==> config.mk <==
export PLATFORM = sky130hd
export DESIGN_NAME = smrs_cell
export DESIGN_NICKNAME = d
export VERILOG_FILES = /design/src/design/smrs_pkg.sv /design/src/design/smrs_cell.sv
export SDC_FILE = /design/constraint.sdc
export NUM_CORES = 1
export LEC_CHECK = 0
export BUFFER_PORTS_ARGS = -buffer_cell sky130_fd_sc_hd__buf_2
export CORE_MARGIN = 2
export CORE_UTILIZATION = 36
export DETAILED_ROUTE_END_ITERATION = 16
export PLACE_DENSITY = 0.74
export RECOVER_POWER = 50
export SLEW_MARGIN = 20
export SYNTH_ARGS = -nofsm -noshare
export SYNTH_HDL_FRONTEND = slang
export SYNTH_SLANG_ARGS = --single-unit
==> constraint.sdc <==
create_clock -name clk -period 0.8 [get_ports clk]
set_input_delay 0.16 -clock clk [delete_from_list [all_inputs] [get_ports clk]]
set_output_delay 0.16 -clock clk [all_outputs]
set_load 0.02 [all_outputs]
==> src/design/smrs_pkg.sv <==
// Shared types and constants for the sorted multiset rank sum engine.
// No dependencies; used by the cell and the top level.
package smrs_pkg;

  localparam int VALUE_W = 32;
  localparam int COUNT_W = 16;
  localparam int K_W     = 24;
  localparam int SUM_W   = 64;

  localparam logic [1:0] REQ_INSERT = 2'd0;
  localparam logic [1:0] REQ_SUM    = 2'd1;
  localparam logic [1:0] REQ_REMOVE = 2'd2;
  localparam logic [1:0] REQ_INCR   = 2'd3;

  localparam logic [VALUE_W-1:0] VALUE_MAX = 32'h7FFF_FFFF;
  localparam logic [COUNT_W-1:0] COUNT_MAX = 16'hFFFF;

  typedef struct packed {
    logic [VALUE_W-1:0] value;
    logic [COUNT_W-1:0] count;
  } entry_t;

  typedef enum logic [1:0] {
    ST_IDLE,
    ST_PASS,
    ST_FLUSH,
    ST_DONE
  } state_t;

endpackage

==> src/design/smrs_cell.sv <==
// One storage cell of the rotating table: holds one entry and takes the entry on
// d_in (its neighbor's, or the write-back at the tail) on every shift. Depends on smrs_pkg.
module smrs_cell (
  input  logic            clk,
  input  logic            shift_en,
  input  smrs_pkg::entry_t d_in,
  output smrs_pkg::entry_t q
);
  import smrs_pkg::*;

  entry_t entry_r;

  always_ff @(posedge clk) begin
    if (shift_en) begin
      entry_r <= d_in;
    end
  end

  assign q = entry_r;

endmodule

======== Yosys cells after proc, flatten, opt, wreduce, memory -nomap -nowiden ========
Index checks and enable logic that the tools add are counted.
word-level totals
  register bits ........................... 48
  input port bits ......................... 50
  word-level logic and storage cells ...... 2

======== Longest topological paths before layout ========
Gate-level depths: netlist of the first run.
  depth after elaboration ................. 0
  gate-level depth with buffers ........... 0

======== Worst setup path after synthesis of the first run ========
OpenSTA, ideal clock, no wires.
  path type ............................... reg2out
  start ................................... register entry_r, in the netlist q[0]
  end ..................................... output port q[0] (netlist name)
  buffers on the path ..................... 0
  stages on the path, launching flop included .. 1
  setup slack ............................. 191 ps
  arrival ................................. 449 ps
  cell sequence ........................... edfxtp_1
RTL lines
  what                    RTL line         text
  start, declared         smrs_cell.sv:11  entry_t entry_r;
  start signal, assigned  smrs_cell.sv:15  entry_r <= d_in;
  end, declared           smrs_cell.sv:7   output smrs_pkg::entry_t q
No word-level cell between the ends.

======== Final worst setup path of the first run ========
  start ................................... register entry_r, in the netlist q[47]
  end ..................................... output port q[47] (netlist name)
No word-level cell between the ends.

==> summary.md, run 1 <==
| Metric | Value |
|---|---|
| Failing checks | setup timing |
| Min Hold Slack | 0.0410 ns |
| Die height | between 60 and 70 um |
| Largest net degree at the start of global routing | 27 |
| Leak | 0.988 nW |
| Starting DRT DRC Count | 49 |
| Combinational share of power | 0.150 |
| Largest fanout on the critical path | 1 |
| Slew headroom | 0.910 |
| Synth warnings | 0 |
| Hold Fails Final Rpt | 0 |
| Yosys top cell area share | 1.00 |
| Post-CTS Setup Inserts | 0 |
| Post-synth cell types | 1 |
| Worst-Margin Slew | 0.135 ns |
| Top cells by area, synth | edfxtp_1 100% |
| Comb_multi_in | 0 |
| Layout cells sized above 1 | 0.679 |
| Top cell family by delay on the critical path | flip-flops |
| Antenna diode count | 0 |
| # rows | 22 |
| Core area | between 3000 and 4000 um2 |
| Most common cell in the netlist | edfxtp_1 |
| Mapped cell area | ~1400 um2 |
| Post-DR vias/cell | 4.10 |
| First-pass GRT wire length | around 3900 um |
| Residual DRC count | 0 |
| Number of flip-flops under the largest register name | 48 |
| Non-Filler Instances | approximately 200 |
| CP peak stage delay | approximately 0.4 ns |
| Number of enable flip-flop cells after synthesis | 48 |
| Ys flop type | edfxtp_1 |
| NetSw | approximately 1.2 mW |
| Post-route ant nets | 0 |
| RSZ-0062 raised after global routing | true |
| Sequential share of power | 0.593 |
| Int Power | approximately 4.0 mW |
| Sw frac | 0.231 |
| Area growth syn-to-layout | 61.4% |
| Post-Place Cells | approximately 200 |
| Drt wl/cell | between 10 and 15 um |
| Post-Syn Area per Cell | 30.0 um2 |
| Htree depth | 2 |
| Min cycle time layout | between 1 and 1.5 ns |
| First drt pass iteration count | 4 |
| WL final | 2790 um |
| Yosys reg bits | 48 |
| Highest Clock Rate | 991 MHz |
| WP data arrival | between 0.8 and 0.9 ns |
| Worst Hold Endpoint | q[43] |
| Mapped Cells | 48 |
| Port-buffer cells | 97 |
| Global route overflow | 0 |
| Register area | 1440 um2 |
| Status | finished, violations left |
| PD cells | between 2000 and 2500 nW/um2 |
| Final setup margin | -0.209 ns |
| Root Driver | clkbuf_8 |
| Final-report max-slew violation count | 0 |
| Tcrit/Tclk final | 1.26 |
| Synth area leader | edfxtp_1 |
| Die X | 67.3 um |
| Post-Syn Nets | 98 |
| WP data required | 0.64 ns |
| Final Core Density | 0.621 |
| Setup CP Type | reg -> out |
| Final setup fails | between 40 and 50 |
| CP startpoint kind | flop |
| Sequential area share after synthesis | 1.00 |
| Die area | 4530 um2 |
| Clock sinks | 48 |
| NumNets Final | between 200 and 250 |
| Initial antenna violation count | 0 |
| GRT Overall Usage | 0.125 |
| Worst path depth | 1 |
| CTS buffer count | 5 |
| Vias | about 840 |
| Max-cap viol count | 0 |
| Clk pwr share | 0.258 |
| Synth top cells by count | 48 x edfxtp_1 |
| Design Power | 5.17 mW |
| Starting density of the core | 0.385 |
| Vias in the first global route | 875 |
| Hold Crit Depth | 1 |
| CTS tree | yes |
| GP Congestion | a little under 0.7 |
| Min-delay worst type | in -> reg |
| CTS Hold Bufs | 0 |
| Setup_tns | -8.55 ns |
| Slowest cell on crit path | edfxtp_1 |
| Multi-input logic area | 0 um2 |
| Worst Setup End Kind | output port |
| Clock Pin Slew Worst Setup and Hold Paths | ~0.080 ns |
| Clock Path Buffers | 2 |
| Hold path start | d_in[43] |
| Worst vdd ir | ~0.0014 V |
| # fillers | around 290 |
| Crit-path cells | buf_6 |
| CP Buf/Inv Count | 1 |
| I/O pin total | 98 |
| Async S/R FF share, synth | 0 |
[placed cells by master (no fill, tap or decap), drive strengths merged]
cell type  instances
inv                1
clkbuf             6
edfxtp            48
clkinv             2
buf               99
[layer usage]
metal  vias to the layer above  wire, um  part of all wire  track usage
met2                        44      1610              0.58        0.231
li1                        409         -                 -            -
met3                         2       208             0.075       0.0500
met5                         -         0                 0            0
met1                       382       935              0.34        0.117
met4                         0        34             0.012       0.0612
[metrics by stage]
step,worst slack [ns],instance area (um2)
after floorplan,0.191,1440
after global placement,-0.0290,2030
after detailed placement,-0.0368,2030
after CTS,-0.223,2210
after global routing,-0.251,2330
final,-0.209,2330
[power groups by stage]
stage	logic [mW]	registers [mW]	clock network, mW
detailed placement	0.635	3.09	0
CTS	0.700	3.05	1.41
finish	0.775	3.06	1.33
global placement	0.625	3.08	0
global route	0.814	3.08	1.51
floorplan	0	3.36	0
[how the worst max path moves through the flow]
stage | from | to | slack [ns]
2_1_floorplan | q[0] | q[0] | 0.19
3_3_place_gp | shift_en | q[44] | -0.03
3_5_place_dp | shift_en | q[11] | -0.04
4_1_cts | q[36] | q[36] | -0.22
5_1_grt | q[36] | q[36] | -0.25
6_report | q[47] | q[47] | -0.21
[repair_timing]
item | CTS | global route
pin swaps | 0 | 0
gates resized for setup | 28 | 38
setup endpoints to repair | 48 | 48
[cell families after synthesis]
logic type / Yosys count / share of synthesized area
flip-flops: 48 / 1.00
[final cells by class]
class                 instances  share of cell area
clock inverter                3             0.00753
tap                          48              0.0258
timing repair buffer        100               0.317
clock buffer                  5              0.0296
sequential                   48               0.620
No activity file was read; power rests on OpenSTA's default activity.
==> inputs of run 2 (changes only) <==
==> constraint.sdc (replaced) <==
create_clock -name clk -period 0.8 [get_ports clk]
set_input_delay 0.04 -clock clk [delete_from_list [all_inputs] [get_ports clk]]
set_output_delay 0.04 -clock clk [all_outputs]
set_load 0.005 [all_outputs]
==> summary.md, run 2 (same netlist as run 1, synthesis figures left out) <==
| Metric | Value |
|---|---|
| Status | finished, violations left (unchanged) |
| Failing checks | setup timing (unchanged) |
| WL final | 4000 um (was 2790 um) |
| # fillers | 284 (was 285) |
| Layout cells sized above 1 | 0.517 (was 0.679) |
| GP Congestion | 0.677 (was 0.686) |
| Drt wl/cell | 15.9 um (was 13.7 um) |
| NumNets Final | 253 (was 205) |
| Highest Clock Rate | 1150 MHz (was 991 MHz) |
| Multi-input logic area | 0 um2 (unchanged) |
| Min Hold Slack | 0.238 ns (was 0.0410 ns) |
| Leak | 1.10 nW (was 0.988 nW) |
| Setup_tns | -1.56 ns (was -8.55 ns) |
| Number of flip-flops under the largest register name | 48 (unchanged) |
| WP data arrival | 0.83 ns (was 0.85 ns) |
| Most frequent cells in the layout | 96 x buf_2, 48 x dlygate4sd3_1, 48 x edfxtp_1 (was 63 x buf_2, 48 x edfxtp_1, 33 x buf_6) |
| Hold path start | shift_en (was d_in[43]) |
| I/O pin total | 98 (unchanged) |
| Post-DR vias/cell | 4.28 (was 4.10) |
| Design Power | 4.94 mW (was 5.17 mW) |
| Global route overflow | 0 (unchanged) |
| WP data required | 0.76 ns (was 0.64 ns) |
| Die X | 67.3 um (unchanged) |
| Root Driver | clkbuf_8 (unchanged) |
| Die area | 4530 um2 (unchanged) |
| Tcrit/Tclk final | 1.09 (was 1.26) |
| PD cells | 1930 nW/um2 (was 2220 nW/um2) |
| Worst-Margin Slew | 0.409 ns (was 0.135 ns) |
| Starting DRT DRC Count | 55 (was 49) |
| Clock Pin Slew Worst Setup and Hold Paths | 0.08 ns (about the same) |
| Clock sinks | 48 (unchanged) |
| Port-buffer cells | 97 (unchanged) |
| First-pass GRT wire length | 5660 um (was 3860 um) |
| Worst Setup End Kind | output port (unchanged) |
| Area growth syn-to-layout | 77.9% (was 61.4%) |
| Final-report max-slew violation count | 0 (unchanged) |
| Crit-path cells | buf_2 (was buf_6) |
| First drt pass iteration count | 4 (unchanged) |
| Starting density of the core | 0.385 (unchanged) |
| Final setup margin | -0.0708 ns (was -0.209 ns) |
| Die height | 67.3 um (unchanged) |
| Hold Fails Final Rpt | 0 (unchanged) |
| Final instance area | 2560 um2 (was 2330 um2) |
| CTS tree | yes (unchanged) |
| CP peak stage delay | 0.40 ns (was 0.41 ns) |
| Largest net degree at the start of global routing | 33 (was 27) |
| Core area | 3740 um2 (unchanged) |
| Slew headroom | 0.727 (was 0.910) |
| Max-cap viol count | 0 (unchanged) |
| CP Buf/Inv Count | 1 (unchanged) |
| Post-CTS Setup Inserts | 0 (unchanged) |
| Min-delay worst type | in -> reg (unchanged) |
| Final Core Density | 0.685 (was 0.621) |
| Vias in the first global route | 1217 (was 875) |
| Most common cell after layout, fill and taps aside | buf_2 (unchanged) |
| # rows | 22 (unchanged) |
| Worst vdd ir | 0.00163 V (was 0.00141 V) |
| Residual DRC count | 0 (unchanged) |
| Setup CP Type | reg -> out (unchanged) |
| CTS buffer count | 5 (unchanged) |
| Min cycle time layout | 0.871 ns (was 1.01 ns) |
| RSZ-0062 raised after global routing | true (unchanged) |
| Slowest cell on crit path | edfxtp_1 (unchanged) |
| Largest fanout on the critical path | 1 (unchanged) |
| Final setup fails | 48 (unchanged) |
| Htree depth | 2 (unchanged) |
| Antenna diode count | 0 (unchanged) |
| Vias | 1074 (was 837) |
| Comb_multi_in | 0 (unchanged) |
| Post-DP Area | 2020 um2 (was 2030 um2) |
| Initial antenna violation count | 0 (unchanged) |
| Top cell family by delay on the critical path | flip-flops (unchanged) |
| Clock Path Buffers | 2 (unchanged) |
| GRT Overall Usage | 0.187 (was 0.125) |
| Worst Setup SP | q[42] (was q[47]) |
| Post-route ant nets | 0 (unchanged) |
| CP startpoint kind | flop (unchanged) |
run 2: changes by cell type in the layout (fill, tap and decap cells not counted), moves of 2 or more:
cell,delta
buf_6,-33
buf_12,-2
buf_2,+33
dlygate4sd3_1,+48
run 2: power by group:
group	leakage [nW]	internal [mW]	switching [mW]	total (mW)
logic	0.589	0.361	0.224	0.585
clock network	0.0400	0.592	0.730	1.32
registers	0.470	2.99	0.0510	3.04
total	1.10	3.94	1.00	4.94
run 2: stage by stage:
step	cells	worst slack, ns
after floorplan	48	0.405
after global routing	251	-0.108
after CTS	251	-0.0727
after detailed placement	196	0.117
final	251	-0.0708
after global placement	196	0.122
run 2: layout make-up:
type                  instances  area [um2]  share of cell area
Clock buffer                  5        68.8              0.0268
Sequential cell              48        1440               0.562
Tap cell                     48        60.1              0.0234
Timing Repair Buffer        148         981               0.383
Clock inverter                2        12.5             0.00488
run 2: path summary, 6_finish.rpt:
path / depth (start not counted) / to
worst max-delay path: 1 / q[42]
worst min-delay path: 2 / q[30]
run 2: per-layer routing:
metal | vias to the layer above | global-route usage | wire [um] | part of all wire
met4 | 0 | 0.117 | 123 | 0.031
li1 | 501 | - | - | -
met2 | 66 | 0.386 | 2420 | 0.60
met3 | 11 | 0.0417 | 228 | 0.057
met1 | 496 | 0.151 | 1230 | 0.31
met5 | - | 0 | 0 | 0
run 2: what timing repair did:
action / 4_1_cts / 5_1_grt
endpoints found under the hold margin: 48 / 0
endpoints found under the setup margin: 48 / 48
hold buffers: 48 / 0
gates resized for setup: 0 / 0
